`config.mk`:
```
export PLATFORM = sky130hd
export DESIGN_NAME = cfba_node_logic
export DESIGN_NICKNAME = d
export VERILOG_FILES = /design/src/hw/rtl/chained_free_list_block_allocator_defines.svh /design/src/hw/rtl/cfba_pkg.sv /design/src/hw/rtl/cfba_node_logic.sv
export SDC_FILE = /design/constraint.sdc
export NUM_CORES = 1
export LEC_CHECK = 0
export ABC_CLOCK_PERIOD_IN_PS = 4100
export BUFFER_PORTS_ARGS = -buffer_cell sky130_fd_sc_hd__clkbuf_2
export CAP_MARGIN = 5
export CORE_AREA = 2 2 125 127
export DETAILED_ROUTE_END_ITERATION = 12
export DIE_AREA = 0 0 127 129
export GPL_TIMING_DRIVEN = 1
export SLEW_MARGIN = 20
export SYNTH_ARGS = -nofsm -noshare
export SYNTH_HDL_FRONTEND = slang
export SYNTH_SLANG_ARGS = --single-unit
export TNS_END_PERCENT = 10
```
`constraint.sdc`:
```
create_clock -name vclk -period 4.1
set_input_delay 1.23 -clock vclk [all_inputs]
set_output_delay 1.23 -clock vclk [all_outputs]
set_load 0.03 [all_outputs]
```
`src/hw/rtl/chained_free_list_block_allocator_defines.svh`:
```
// assertion macros for the allocator rtl
`ifndef CHAINED_FREE_LIST_BLOCK_ALLOCATOR_DEFINES_SVH
`define CHAINED_FREE_LIST_BLOCK_ALLOCATOR_DEFINES_SVH

// same-cycle implication, sampled on clk, off while in reset
`define CFBA_ASSERT_NOW(label, ante, cons, msg) \
  label: assert property (@(posedge clk) disable iff (!rst_n) (ante) |-> (cons)) \
    else $error(msg);

// next-cycle implication, sampled on clk, off while in reset
`define CFBA_ASSERT_NEXT(label, ante, cons, msg) \
  label: assert property (@(posedge clk) disable iff (!rst_n) (ante) |=> (cons)) \
    else $error(msg);

`endif

```
`src/hw/rtl/cfba_pkg.sv`:
```
// shared types and constants of the chained free list block allocator
package cfba_pkg;

  localparam int BLK_W          = 13;
  localparam int STATUS_W       = 2;
  localparam int NUM_BLOCKS_DEF = 8192;
  localparam int SLOTS_DEF      = 9;

  localparam int CFG_ADDR_W = 2;
  localparam int CFG_DATA_W = 32;
  localparam logic [CFG_ADDR_W-1:0] CFG_ADDR_WP = '0;

  typedef enum logic {
    REQ_ALLOC = 1'b0,
    REQ_FREE  = 1'b1
  } req_t;

  typedef enum logic [STATUS_W-1:0] {
    RSP_DONE       = 2'd0,
    RSP_NO_SPACE   = 2'd1,
    RSP_WP_REFUSED = 2'd2,
    RSP_IGNORED    = 2'd3
  } status_t;

  typedef enum logic [1:0] {
    S_IDLE = 2'b01,
    S_EXEC = 2'b10
  } fsm_t;

  // decision of the node logic for one request
  typedef struct packed {
    logic             wr_en;
    logic             wr_new_node;
    status_t          status;
    logic [BLK_W-1:0] given;
    logic [BLK_W-1:0] head_next;
  } node_op_t;

endpackage

```
`src/hw/rtl/cfba_node_logic.sv`:
```
// decides one request from the head node row and builds the row to write back
module cfba_node_logic #(
  parameter int NUM_BLOCKS     = cfba_pkg::NUM_BLOCKS_DEF,
  parameter int SLOTS_PER_NODE = cfba_pkg::SLOTS_DEF
) (
  input  logic                                             req_type,
  input  logic [cfba_pkg::BLK_W-1:0]                       blk,
  input  logic                                             write_protect,
  input  logic [cfba_pkg::BLK_W-1:0]                       head,
  input  logic [(SLOTS_PER_NODE+1)*cfba_pkg::BLK_W-1:0]    row,
  output logic [(SLOTS_PER_NODE+1)*cfba_pkg::BLK_W-1:0]    wr_row,
  output cfba_pkg::node_op_t                               op
);

  localparam int BW = cfba_pkg::BLK_W;
  localparam int IW = $clog2(SLOTS_PER_NODE + 1);

  logic [IW-1:0] last_idx;
  logic [IW-1:0] first_idx;
  logic          have_last;
  logic          have_free;
  logic [BW-1:0] slot_val;
  logic [BW-1:0] link;
  logic [BW-1:0] link_ok;
  logic          blk_ok;
  logic          clr_slot;
  logic          put_slot;
  logic          new_node;

  // last occupied slot and first empty slot, word 0 is the link
  always_comb begin
    last_idx  = '0;
    have_last = 1'b0;
    first_idx = '0;
    have_free = 1'b0;
    slot_val  = '0;
    for (int i = 1; i <= SLOTS_PER_NODE; i++) begin
      if (row[i*BW +: BW] != '0) begin
        last_idx  = IW'(i);
        have_last = 1'b1;
      end
    end
    for (int i = SLOTS_PER_NODE; i >= 1; i--) begin
      if (row[i*BW +: BW] == '0) begin
        first_idx = IW'(i);
        have_free = 1'b1;
      end
    end
    for (int i = 1; i <= SLOTS_PER_NODE; i++) begin
      if (IW'(i) == last_idx) begin
        slot_val = row[i*BW +: BW];
      end
    end
  end

  assign link    = row[BW-1:0];
  assign link_ok = (32'(link) < NUM_BLOCKS) ? link : '0;
  assign blk_ok  = (blk != '0) && (32'(blk) < NUM_BLOCKS);

  always_comb begin
    op           = '0;
    op.status    = cfba_pkg::RSP_DONE;
    op.head_next = head;
    clr_slot     = 1'b0;
    put_slot     = 1'b0;
    new_node     = 1'b0;
    if (req_type == cfba_pkg::REQ_ALLOC) begin
      if (write_protect) begin
        op.status = cfba_pkg::RSP_WP_REFUSED;
      end else if (head == '0) begin
        op.status = cfba_pkg::RSP_NO_SPACE;
      end else if (have_last) begin
        op.given = slot_val;
        op.wr_en = 1'b1;
        clr_slot = 1'b1;
      end else begin
        // node is empty: hand out the node itself and follow the link
        op.given     = head;
        op.head_next = link_ok;
      end
    end else begin
      if (write_protect || !blk_ok) begin
        op.status = cfba_pkg::RSP_IGNORED;
      end else if ((head != '0) && have_free) begin
        op.wr_en = 1'b1;
        put_slot = 1'b1;
      end else begin
        // freed block starts a new head node linked to the old head
        op.wr_en       = 1'b1;
        op.wr_new_node = 1'b1;
        op.head_next   = blk;
        new_node       = 1'b1;
      end
    end
  end

  always_comb begin
    wr_row = row;
    for (int i = 0; i <= SLOTS_PER_NODE; i++) begin
      if (i == 0) begin
        if (new_node) begin
          wr_row[i*BW +: BW] = head;
        end
      end else if (new_node) begin
        wr_row[i*BW +: BW] = '0;
      end else if (clr_slot && (IW'(i) == last_idx)) begin
        wr_row[i*BW +: BW] = '0;
      end else if (put_slot && (IW'(i) == first_idx)) begin
        wr_row[i*BW +: BW] = blk;
      end
    end
  end

endmodule
```
---- Word-level counts from Yosys, hierarchy flattened ----
Index checks and enable logic that the tools add are counted.
storage, ports and cells
  output and inout port bits .............. 160
  word-level logic and storage cells ...... 158
  bits in registers ....................... 0
  input port bits ......................... 158
cells by class
  eq/ne operators ......................... 18
  multiplexer cells ....................... 98
  reduce and logical (&&, ||, !) cells .... 42
operators with widths
  cell                                                                  number
  13-bit two-way mux                                                    43
  13-bit nonzero test                                                   11
  13-bit zero test                                                      10
  4-bit two-way mux                                                     16
  26-bit two-way mux                                                    2
  3-bit by 4-bit equality test with 1-bit output, first input constant  8
  1-bit two-way mux                                                     32
  1-bit logical AND                                                     19
  2-bit by 4-bit equality test with 1-bit output, first input constant  4
  4-bit equality test, first input constant                             4
  2-bit two-way mux                                                     5
  1-bit by 4-bit equality test with 1-bit output, first input constant  2
  1-bit zero test                                                       1
  1-bit logical OR                                                      1

---- Logic depth before layout (Yosys ltp) ----
Gate-level depths: netlist of run 1.
  depth after elaboration ................. 24
  depth in mapped cells ................... 9
  mapped depth without buffers ............ 7

---- Worst setup path before layout of run 1 ----
No wires, ideal clock.
  path type ............................... in2out
  from .................................... input port head[0] (netlist name)
  to ...................................... output port wr_row[119] (netlist name)
  required time ........................... 2870 ps
  data arrival time ....................... 3413 ps
  cell stages on the path ................. 8
  setup slack ............................. -543 ps
  path through ............................ nor4_1 nand4_1 clkbuf_1 nand2_1 clkbuf_1 o21ai_0 clkbuf_1 a211oi_1
between the ends
  word-level cells in the longest chain between the ends .. 9
ends and longest elaborated chain
  item                    line                    text
  start: declaration      cfba_node_logic.sv:9    input logic [cfba_pkg::BLK_W-1:0] head,
  13-bit nonzero test     cfba_node_logic.sv:84   end else if ((head != '0) && have_free) begin
  1-bit logical AND       cfba_node_logic.sv:84
  1-bit two-way mux       cfba_node_logic.sv:84
  1-bit two-way mux       cfba_node_logic.sv:82   if (write_protect || !blk_ok) begin
  1-bit two-way mux       cfba_node_logic.sv:67   if (req_type == cfba_pkg::REQ_ALLOC) begin
  1-bit logical AND       cfba_node_logic.sv:108  end else if (put_slot && (IW'(i) == first_idx)) begin
  13-bit two-way mux      cfba_node_logic.sv:108
  13-bit two-way mux      cfba_node_logic.sv:106  end else if (clr_slot && (IW'(i) == last_idx)) begin
  13-bit two-way mux (*)  cfba_node_logic.sv:104  end else if (new_node) begin
  end: declaration        cfba_node_logic.sv:11   output logic [(SLOTS_PER_NODE+1)*cfba_pkg::BLK_W-1:0] wr_row,
Mark *: on every way between the ends. The rest lies on a longest branch, timed or not.

==> results of run 1 <==
[what timing repair did]
action | CTS | global route
gates cloned | 3 | 2
buffers inserted | 19 | 6
pin swaps | 39 | 22
resized for setup | 336 | 115
endpoints found under the setup margin | 158 | 159
[cell type report]
| cell class | count | area, sq um | share of cell area (%) |
|---|---|---|---|
| inverter | 29 | 109 | 1.05 |
| multi-input combinational | 583 | 4850 | 46.7 |
| tap | 188 | 235 | 2.26 |
| timing repair buffer | 593 | 5190 | 50.0 |
[through the flow]
step	instances	instance area [sq um]	worst slack (ps)	utilization [%]
6_report	1393	10400	-795	69.3
3_5_place_dp	1364	8380	-878	56.0
5_1_grt	1393	10400	-828	69.3
4_1_cts	1386	9970	-651	66.6
2_1_floorplan	667	4800	-313	-
3_3_place_gp	1364	8380	-838	55.9
[worst max path at each step]
stage / endpoint / depth (start not counted) / startpoint / slack, ps
after global placement: op[13] / 10 / row[26] / -840
after CTS: op[13] / 11 / row[51] / -650
after detailed placement: op[13] / 10 / row[26] / -880
after global routing: op[19] / 11 / row[74] / -830
final: op[19] / 11 / row[74] / -800
after floorplan: op[14] / 8 / row[74] / -310
[metal layers]
layer  GRT usage [%]  part of all wire (%)  vias up
li1                -                     -     3558
met1            42.1                    37     3825
met2            62.4                    48      601
met3            6.86                   9.5      146
met4            12.9                   5.3        0
met5               0                     0        -
[worst max-delay path, delay by kind of cell]
family,cells,cell delay (ps)
buffers and inverters,4,650
AND/OR/NAND/NOR,3,730
AO/OA/AOI/OAI,4,1030
[power by group]
part | total [W] | internal (W) | switching [W]
sequential | 0 | 0 | 0
clock | 0 | 0 | 0
combinational | 0.00114 | 0.000508 | 0.000633
[logic make-up (layout without fill, tap and decap cells)]
logic type	count (synthesis)	after routing	share of synthesized area, %
buf+inv	85	622	9.07
simple gates	276	277	36.9
compound gates	257	257	41.5
mux	49	49	12.5
[synthesized netlist by cell type (3+ instances only)]
master,instances,share of area [%]
o21ai_1,10,1.2
mux2_2,14,3.8
nor2_1,118,11
a32o_1,5,1.2
mux2_1,10,2.7
a21oi_1,116,14
nor4_2,9,2.7
buf_2,13,1.6
a21o_1,4,0.72
clkbuf_1,35,3.2
a211oi_1,20,3.6
mux2i_1,25,6.0
o31ai_1,13,2.4
buf_6,3,0.81
a211o_1,13,2.7
nor4_4,5,2.6
nand4_2,7,2.1
o41a_1,12,3.3
o21a_1,13,2.4
o21ai_2,4,0.84
nand3_1,4,0.48
nor4_1,12,1.8
and4_1,6,1.3
nor2_2,10,1.5
inv_1,29,2.6
nand2b_1,3,0.45
o21ai_0,19,2.3
buf_4,5,0.90
nand4_1,5,0.75
nor3_1,19,2.3
a22o_1,13,2.7
nand2_1,51,4.6
and2_1,14,2.1
==> results.md, run 1 <==
Detailed routing:
- The final layout contains routed wiring with a total length of 31.9 mm.
- For this block, the initial DRC count from the detailed router was 844.
- After detailed routing, the number of vias per cell comes to 5.84.
- The average wire per standard cell is 22.9 um.
- The first detailed-routing pass took 6 iterations.
- The vias after detailed routing is 8130.
- In this run the remaining antenna-violating nets after routing total 0.
- After detailed routing, the number of remaining DRC violations is 0.

Timing:
- The number of max-slew violations in the final report was 0.
- The hold violation total from the final report was 0.
- The least setup slack across all paths after layout is -795 ps.
- At the pin with the least slew margin, the transition time is 664 ps.
- After layout, the worst path uses 119% of the clock period.
- The fmax is 204 MHz.
- Setup repair after global routing could not meet its margin everywhere.
- The headroom to the max-slew limit is 55.5%.
- The tightest hold path in the finished design has a slack of 2850 ps.
- The worst path in the final design needs a cycle of 4900 ps, including I/O delays and setup.
- Setup violations remaining at the end of the flow were counted as 158.
- The final-layout setup total negative slack is -89620 ps.

Placement:
- In this run the tool buffered the top-level ports with 318 buffer cells.
- The sum of net half-perimeters after detailed placement is 23.2 mm.
- The final RePlAce weighted congestion is 0.966.

Critical path:
- The element type at the critical path start is an input pin.
- The start-to-end type of the worst setup path is in -> out.
- The sort of element at the end of the critical path is a primary output.
- The critical path goes through buf_8 > nor4_4 > nand4_4 > buf_6 > a211oi_4 > nor3_2 > o31ai_1 > buf_4 > a21oi_2 > o41a_1 > clkbuf_8.
- STA puts the critical path data arrival time at 3670 ps.
- STA puts the critical path data required time at 2870 ps.
- The cell with the largest stage delay on the worst path is o41a_1.
- The peak per-stage delay on the critical path is 420 ps.
- The maximum fanout along the worst path is 6.

Floorplanning:
- The die width is 127 um.
- The area of the core region is 15000 sq um.
- 318 I/O pins were placed.
- The row count is 45.
- The floorplan step defined a die boundary enclosing 16400 sq um.
- The initial utilization of the core area, before any placement, comes to 27.7%.
- The y dimension of the die is 129 um.

Global route:
- The pin count of the biggest net entering global routing is 28.
- The first global-routing pass estimated 44.7 mm of wire.
- Global routing finished with a remaining overflow of 0.
- The global-route usage over all layers is 35.1%.
- The initial antenna violation count came to 0.
- The via count of the first global-routing pass is 7796.

Cells and area:
- In the final design database the tool counted 1365 nets.
- The flip-flop and latch count is 0.
- The count of antenna diodes in the layout is 0.
- Compared with the post-synthesis result, the final layout area differs by 150%.
- The layout has 1142 filler cells.
- In the final layout, the share of cells above drive strength 1 is 66.5%.
- The clock buffer count in the final layout is 0.
- Registers take 0 sq um.
- The commonest non-fill, non-tap cell in the layout is buf_4.
- In the layout the commonest cells are 235 x buf_4, 147 x clkbuf_2, 92 x clkbuf_8.

Worst hold path:
- The worst hold path endpoint is wr_row[10].
- The cell count of the worst hold path is 3.
- The path class of the tightest hold or removal check is in -> out.
- The worst hold path begins at row[10].

Power:
- The maximum vdd drop is 0.0000705 V.
- Power spread over the standard cell area amounts to 110 nW/um^2.
- In this run the static leakage power is 4.82 nW.
- The total power is 0.00114 W.

Yosys:
- During synthesis, Yosys emitted a total of 0 warnings.
- The number of instances in the synthesized netlist is 667.
- Dividing the synthesized area by the synthesized cell count gives 6.22 sq um.
- Counting every net in the synthesized netlist gives 825.
- The sequential area share after synthesis is 0%.
- The mapped cell area is 4150 sq um.
- The post-synthesis cell type count is 55.

Flow run:
- Across the run, the number of max-cap violations was 0.

Outcome:
- The run finished, with violations left.
- The final reports fail on negative setup slack.

CTS:
- Hold repair after CTS inserted 0 buffers.
Power figures use the tool's default switching activity.
==> inputs of run 2 (changes only) <==
==> constraint.sdc (replaced) <==
create_clock -name vclk -period 4.1
set_input_delay 0.205 -clock vclk [all_inputs]
set_output_delay 0.205 -clock vclk [all_outputs]
set_load 0.03 [all_outputs]
==> run 2 against run 1 <==
- the run now ends clean
- cell area decreased by 44%
- clock-buffer cell count unchanged
- sequential share of layout area unchanged
- core utilization decreased by 31 points
- die area unchanged
- setup slack improved by 1500 ps
- first-iteration DRC count decreased by 8.6%
- sequential cell count unchanged
- wire length decreased by 17%
- critical path depth decreased by 2
- via count decreased by 18%
==> results.md, run 2 (synthesis gave the netlist of run 1 again) <==
Cells and area:
- The number of inserted filler cells in the final layout was 1691 (+48%).
- The area of all sequential standard cells is 0 sq um (unchanged).
- The multi-input gate area in the final layout is 3770 sq um (-22%).
- The layout-stage area growth over the synthesis result is 39.9%.
- The clock buffer count in the final layout is 0 (unchanged).
- The core utilization of the finished layout is 38.8% (-31 points).
- The layout cell share with drive strength beyond 1 came to 42.0% (-24 points).
- The library cell used most frequently in the layout, excluding fill and tap cells, is clkbuf_2.
- The post-layout net count came to 1102 (-19%).
- The flip-flop and latch count is 0 (unchanged).
- In the layout the commonest cells are 318 x clkbuf_2, 118 x nor2_1, 116 x a21oi_1.
- The count of antenna diodes in the layout is 0 (unchanged).

Critical path:
- The required time at the endpoint of the critical path was 3890 ps (+1020 ps).
- The sort of element at the end of the critical path is a primary output.
- The arrival time reported for the critical path endpoint is 3200 ps (-470 ps).
- The element type at the critical path start is an input pin.
- The start-to-end type of the worst setup path is in -> out.
- The maximum fanout along the worst path is 14 (+8).

Timing:
- The post-layout minimum cycle time came to 3410 ps (-1490 ps).
- The fmax is 293 MHz (+44%).
- The total of endpoints with negative setup slack in the final report is 0 (-100%).
- Setup repair after global routing left no endpoint under its margin.
- The hold violation total from the final report is 0 (unchanged).
- The number of max-slew violations in the final report is 0 (unchanged).
- The final-layout setup total negative slack was 0 ps (+89620 ps).
- The slew of the pin with the lowest slew margin was 968 ps (+304 ps).
- The share of the clock period used by the worst path is 83.1% (-36 points).
- The headroom to the max-slew limit is 35.2% (-20 points).

Global route:
- The routing usage on met1 is 40.0% (-2.0 points).
- The total grt overflow is 0 (unchanged).
- The global-route usage over all layers is 29.8% (-5.3 points).
- The via count of the first global-routing pass is 6142 (-21%).
- The met3 track utilization from global routing is 5.16% (-1.7 points).
- The met2 routing resource usage after global routing is 49.1% (-13 points).
- The initial antenna violation count is 0 (unchanged).
- The wire length of the first global-routing pass came to 37.4 mm (-16%).
- The global routing stage identified its most utilized layer as met2.
- The pin count of the biggest net entering global routing came to 33 (+18%).

Detailed routing:
- The iteration-0 DRC count of the detailed router was 771 (-8.6%).
- The vias after detailed routing was 6675 (-18%).
- The number of detailed-route iterations in the first pass came to 5 (-1).
- The count of unresolved DRC violations after routing is 0 (unchanged).
- The average wire per standard cell is 23.4 um (+2.1%).
- The vias per cell came to 5.91 (+1.2%).
- The overall routed net length is 26.4 mm (-17%).
- The antenna violation net count after detailed routing is 0 (unchanged).

Power:
- The maximum vdd drop came to 0.0000507 V (-28%).
- The total power is 0.000718 W (-37%).
- The total power divided by cell area was 124 nW/um^2 (+12%).
- The leakage component of the power is 2.92 nW (-39%).

Worst hold path:
- The path class of the tightest hold or removal check is in -> out.
- The cell count of the worst hold path is 3 (unchanged).

CTS:
- The count of hold-fix buffers inserted at cts was 0 (unchanged).
- The count of cells resized by post-cts repair came to 0 (-100%).
- The number of post-CTS setup repair buffers is 0 (-19).

Floorplanning:
- The total die area is 16400 sq um (unchanged).
- The row count is 45 (unchanged).
- The die width was 127 um (unchanged).
- The I/O pin total is 318 (unchanged).
- The area of the core region is 15000 sq um (unchanged).
- The initial cell density of the core is 27.7% (unchanged).
- The y dimension of the die is 129 um (unchanged).

Placement:
- The final RePlAce weighted congestion is 0.974 (+0.81%).
- The count of port buffers added during placement is 318 (unchanged).
- The sum of net half-perimeters after detailed placement is 20.7 mm (-11%).

Flow run:
- The number of max-capacitance violations reported is 0 (unchanged).

Outcome:
- The flow ran to the end, and the final reports show no timing, DRC or antenna violations.
-- run 2: cell count changes in the layout (fill, tap and decap cells not counted), moves of 34 or more --
cell	delta
clkbuf_8	-92
a21oi_2	-34
nor2_4	-36
a21oi_1	+35
clkbuf_4	-45
clkbuf_2	+171
buf_6	-38
buf_4	-222
nor2_1	+48
-- run 2: final timing paths --
kind  startpoint         end  slack [ps]
max      row[32]  wr_row[16]         690
min       row[9]   wr_row[9]         810
-- run 2: worst max-delay path, cell delays in order --
cell	delay, ps
clkbuf_2	100
nor4_1	460
and4_2	430
nand4_2	230
nor4_4	740
inv_1	130
o21ai_2	550
nor2_1	140
clkbuf_2	210
-- run 2: final cells by class --
type | instances | share of cell area [%]
well taps | 188 | 4.05
inverters | 29 | 1.87
multi-input cells | 582 | 65.0
repair buffers | 331 | 29.1
-- run 2: per-layer routing --
layer | vias to the layer above | share of wire [%]
met4 | 0 | 3.3
met3 | 60 | 11
met5 | - | 0
met2 | 476 | 45
li1 | 3039 | -
met1 | 3100 | 41
-- run 2: metrics by stage --
stage / hold slack, ps / std cells / worst slack (ps) / cell area (sq um)
5_1_grt: 827 / 1130 / 522 / 5810
2_1_floorplan: 604 / 667 / 1510 / 4150
4_1_cts: 819 / 1130 / 837 / 5810
3_3_place_gp: 817 / 1130 / 886 / 5810
3_5_place_dp: 819 / 1130 / 853 / 5810
6_report: 815 / 1130 / 693 / 5810
-- run 2: power by group --
part | switching [W] | internal, W | leakage (nW)
sequential | 0 | 0 | 0
combinational | 0.000507 | 0.000210 | 2.92
clock | 0 | 0 | 0
==> inputs of run 3 (changes only) <==
- ABC_AREA: unset -> 1
- ABC_CLOCK_PERIOD_IN_PS: 4100 -> 3350
- CORE_AREA: 2 2 125 127 -> 2 2 124 126
- DIE_AREA: 0 0 127 129 -> 0 0 126 128
- clock period: 4.1 -> 3.35 ns (I/O delays scaled with it)
==> run 3 against run 2 <==
- critical path depth rose by 8
- via count rose by 9.8%
- cell area rose by 8.8%
- wire length fell by 0.95%
- sequential cell count did not move
- largest power group unchanged
- clock-buffer cell count did not move
- first-iteration DRC count fell by 23%
- non-clock buffer count rose by 25
- worst hold slack got worse by 100 ps
- highest routed layer unchanged
- synthesized cell count rose by 37%
- global-route usage rose by 0.45 points
- combinational power rose by 20%
==> results.md, run 3 <==
Outcome:
- The run finished with clean final reports.

Timing:
- The total of endpoints with negative setup slack in the final report is 0 (unchanged).
- Setup repair after global routing left no endpoint under its margin.
- The final-layout setup total negative slack is 0 ps (unchanged).
- The least setup slack across all paths after layout was 215 ps (-478 ps).
- The headroom to the max-slew limit is 25.7% (-9.5 points).
- The number of max-slew violations in the final report is 0 (unchanged).
- The share of the clock period used by the worst path is 93.6%.
- Static timing analysis puts the maximum clock frequency at 319 MHz.
- The hold violation total from the final report was 0 (unchanged).
- The slew of the pin with the lowest slew margin was 1110 ps (+138 ps).
- The post-layout minimum cycle time is 3140 ps.

Yosys:
- Among all cell types in the netlist, the one instantiated most often is nor2_1.
- The share of the synthesized netlist area taken by xor and xnor gates is 0% (unchanged).
- The sequential area share after synthesis is 0% (unchanged).
- The post-synthesis cell type count is 32 (-42%).
- The arithmetic-cell share of the synthesized area counting full adders, half adders and majority gates is 0% (unchanged).
- Ranked by total cell area, the synthesized netlist is headed by nor2_1 15%, nand2_1 15%, a211oi_1 11%.
- The synthesis warning total is 0 (unchanged).
- The post-synth net total was 1072 (+30%).
- The number of instances in the synthesized netlist was 914 (+37%).
- The dominant cell type by area after synthesis is nor2_1.
- The portion of synthesized cell area occupied by the leading cell type is 15.4% (+1.5 points).
- By area, the combinational part of the netlist is dominated by simple AND/OR/NAND/NOR gates.
- The mux contribution to synthesized area is 7.12% (-5.4 points).
- The mapped cell area is 4500 sq um (+8.3%).
- In the synthesized netlist, the cells that appear most often are 185 x nor2_1, 176 x nand2_1, 115 x inv_1, 65 x a211oi_1.
- The synthesized-area fraction occupied by ao, oa, aoi and oai cells was 30.1% (-11 points).
- The post-synthesis area per instance was 4.92 sq um (-21%).
- The simple-gate share of the synthesized area is 44.3% (+7.5 points).

Power:
- The leakage component of the power is 3.81 nW (+30%).
- The total power divided by cell area is 137 nW/um^2 (+11%).
- The maximum vdd drop is 0.0000606 V (+19%).
- The total power is 0.000864 W (+20%).

Critical path:
- The sort of element at the end of the critical path is a primary output.
- The critical path is of the in -> out type.
- The arrival time reported for the critical path endpoint is 2970 ps (-230 ps).
- Walking the worst path, the cells encountered are clkbuf_2 > inv_1 > nand3_1 > nor2_1 > nand2_1 > buf_4 > nor2_1 > nand2_2 > nand3_1 > inv_1 > nand2_1 > nand4_1 > nor2_1 > nand4_1 > nand2_1 > a21oi_1 > clkbuf_2.
- STA classifies the critical path startpoint as an input pin.
- The required time at the endpoint of the critical path is 3180 ps (-710 ps).
- The peak per-stage delay on the critical path is 360 ps (-380 ps).
- The slowest stage of the critical path belongs to the cell nor2_1.
- The maximum fanout along the worst path is 25 (+11).

Global route:
- The met3 track utilization from global routing is 3.21% (-1.9 points).
- The via count of the first global-routing pass was 6594 (+7.4%).
- The routing usage on met1 is 44.0% (+4.0 points).
- The highest-utilization routing layer at the global route stage is met2.
- The met2 routing resource usage after global routing is 47.3% (-1.7 points).
- The wire length of the first global-routing pass is 38.4 mm (+2.6%).
- The total grt overflow was 0 (unchanged).
- The pin count of the biggest net entering global routing is 28 (-15%).
- The initial antenna violation count came to 0 (unchanged).
- The global-route usage over all layers is 30.3% (+0.45 points).

Detailed routing:
- The average wire per standard cell came to 18.8 um (-20%).
- The number of detailed-route iterations in the first pass is 6 (+1).
- The vias per cell is 5.26 (-11%).
- The overall routed net length is 26.1 mm (-0.95%).
- The antenna violation net count after detailed routing came to 0 (unchanged).
- The iteration-0 DRC count of the detailed router is 592 (-23%).
- The count of unresolved DRC violations after routing was 0 (unchanged).
- The vias after detailed routing is 7331 (+9.8%).

Floorplanning:
- The die width is 126 um (-0.79%).
- The total die area came to 16100 sq um (-1.6%).
- The area of the core region is 14900 sq um (-0.75%).
- The y dimension of the die was 128 um (-0.78%).
- The row count is 45 (unchanged).
- The I/O pin total is 318 (unchanged).
- The initial cell density of the core is 30.3% (+2.5 points).

Cells and area:
- The post-layout net count is 1365 (+24%).
- The layout-stage area growth over the synthesis result is 40.5%.
- The core utilization of the finished layout was 42.5% (+3.7 points).
- The area of all sequential standard cells is 0 sq um (unchanged).
- The flip-flop and latch count came to 0 (unchanged).
- The clock buffer count in the final layout is 0 (unchanged).
- Leaving out fill and tap cells, the most frequent cells in the layout are 318 x clkbuf_2, 185 x nor2_1, 176 x nand2_1.
- The number of inserted filler cells in the final layout came to 1745 (+3.2%).
- The post-route non-filler standard cell count is 1393 (+23%).
- The commonest non-fill, non-tap cell in the layout is clkbuf_2.
- The count of antenna diodes in the layout was 0 (unchanged).
- The multi-input gate area in the final layout was 3670 sq um (-2.8%).
- The layout cell share with drive strength beyond 1 is 34.0% (-8.0 points).

Worst hold path:
- The cell count of the worst hold path is 4 (+1).
- The worst hold path belongs to the class in -> out.

Placement:
- The worst setup timing slack at the placement stage is 309 ps (-544 ps).
- The count of port buffers added during placement was 318 (unchanged).
- The final RePlAce weighted congestion is 0.999 (+2.6%).
- The total instance count after detailed placement was 1390 (+23%).
- The sum of net half-perimeters after detailed placement is 21.3 mm (+2.9%).

Flow run:
- The number of max-capacitance violations reported is 0 (unchanged).

CTS:
- The count of hold-fix buffers inserted at cts is 0 (unchanged).
[run 3: changes by cell type after synthesis, moves of 24 or more]
cell      before  now
a211oi_1      20   65
a21oi_1      116   60
inv_2          0   25
nor2_1       118  185
inv_1         29  115
nand3_1        4   28
nand2_1       51  176
nand4_1        5   44
o21ai_0       19   60
[run 3: logic make-up after synthesis]
family | count (synthesis)
multiplexers | 32
buffers and inverters | 205
AO/OA/AOI/OAI | 219
AND/OR/NAND/NOR | 458
[run 3: per-stage QoR]
| step | hold slack [ps] | instance area, sq um |
|---|---|---|
| finish | 712 | 6320 |
| global placement | 712 | 6280 |
| global route | 743 | 6320 |
| CTS | 715 | 6280 |
| floorplan | 538 | 4500 |
| detailed placement | 714 | 6280 |
[run 3: repair_timing]
item,4_1_cts,5_1_grt
setup buffers,0,3
resized for setup,0,1
setup endpoints to repair,0,5
[run 3: area by class of cell]
class | count | share of cell area, %
Multi-Input combinational cell | 709 | 58.1
Tap cell | 188 | 3.72
Inverter | 140 | 8.32
Timing Repair Buffer | 356 | 29.9
[run 3: routing by layer]
layer,vias up,share of wire [%],wire length [um]
li1,3625,-,-
met1,3306,45,11800
met2,365,44,11500
met3,35,8.0,2100
met4,0,2.9,758
met5,-,0,0
[run 3: path summary, 6_finish.rpt]
path,from,to,slack (ps)
max,row[129],op[19],210
min,row[87],wr_row[87],710
[run 3: critical path, delay by kind of cell]
family	cells	cell delay [ps]
buffers and inverters	5	860
AO/OA/AOI/OAI	1	60
AND/OR/NAND/NOR	11	1860
[run 3: power by group]
group	total, W	switching, W	leakage, nW	internal [W]
sequential	0	0	0	0
combinational	0.000864	0.000611	3.81	0.000254
clock	0	0	0	0
total	0.000864	0.000611	3.81	0.000254
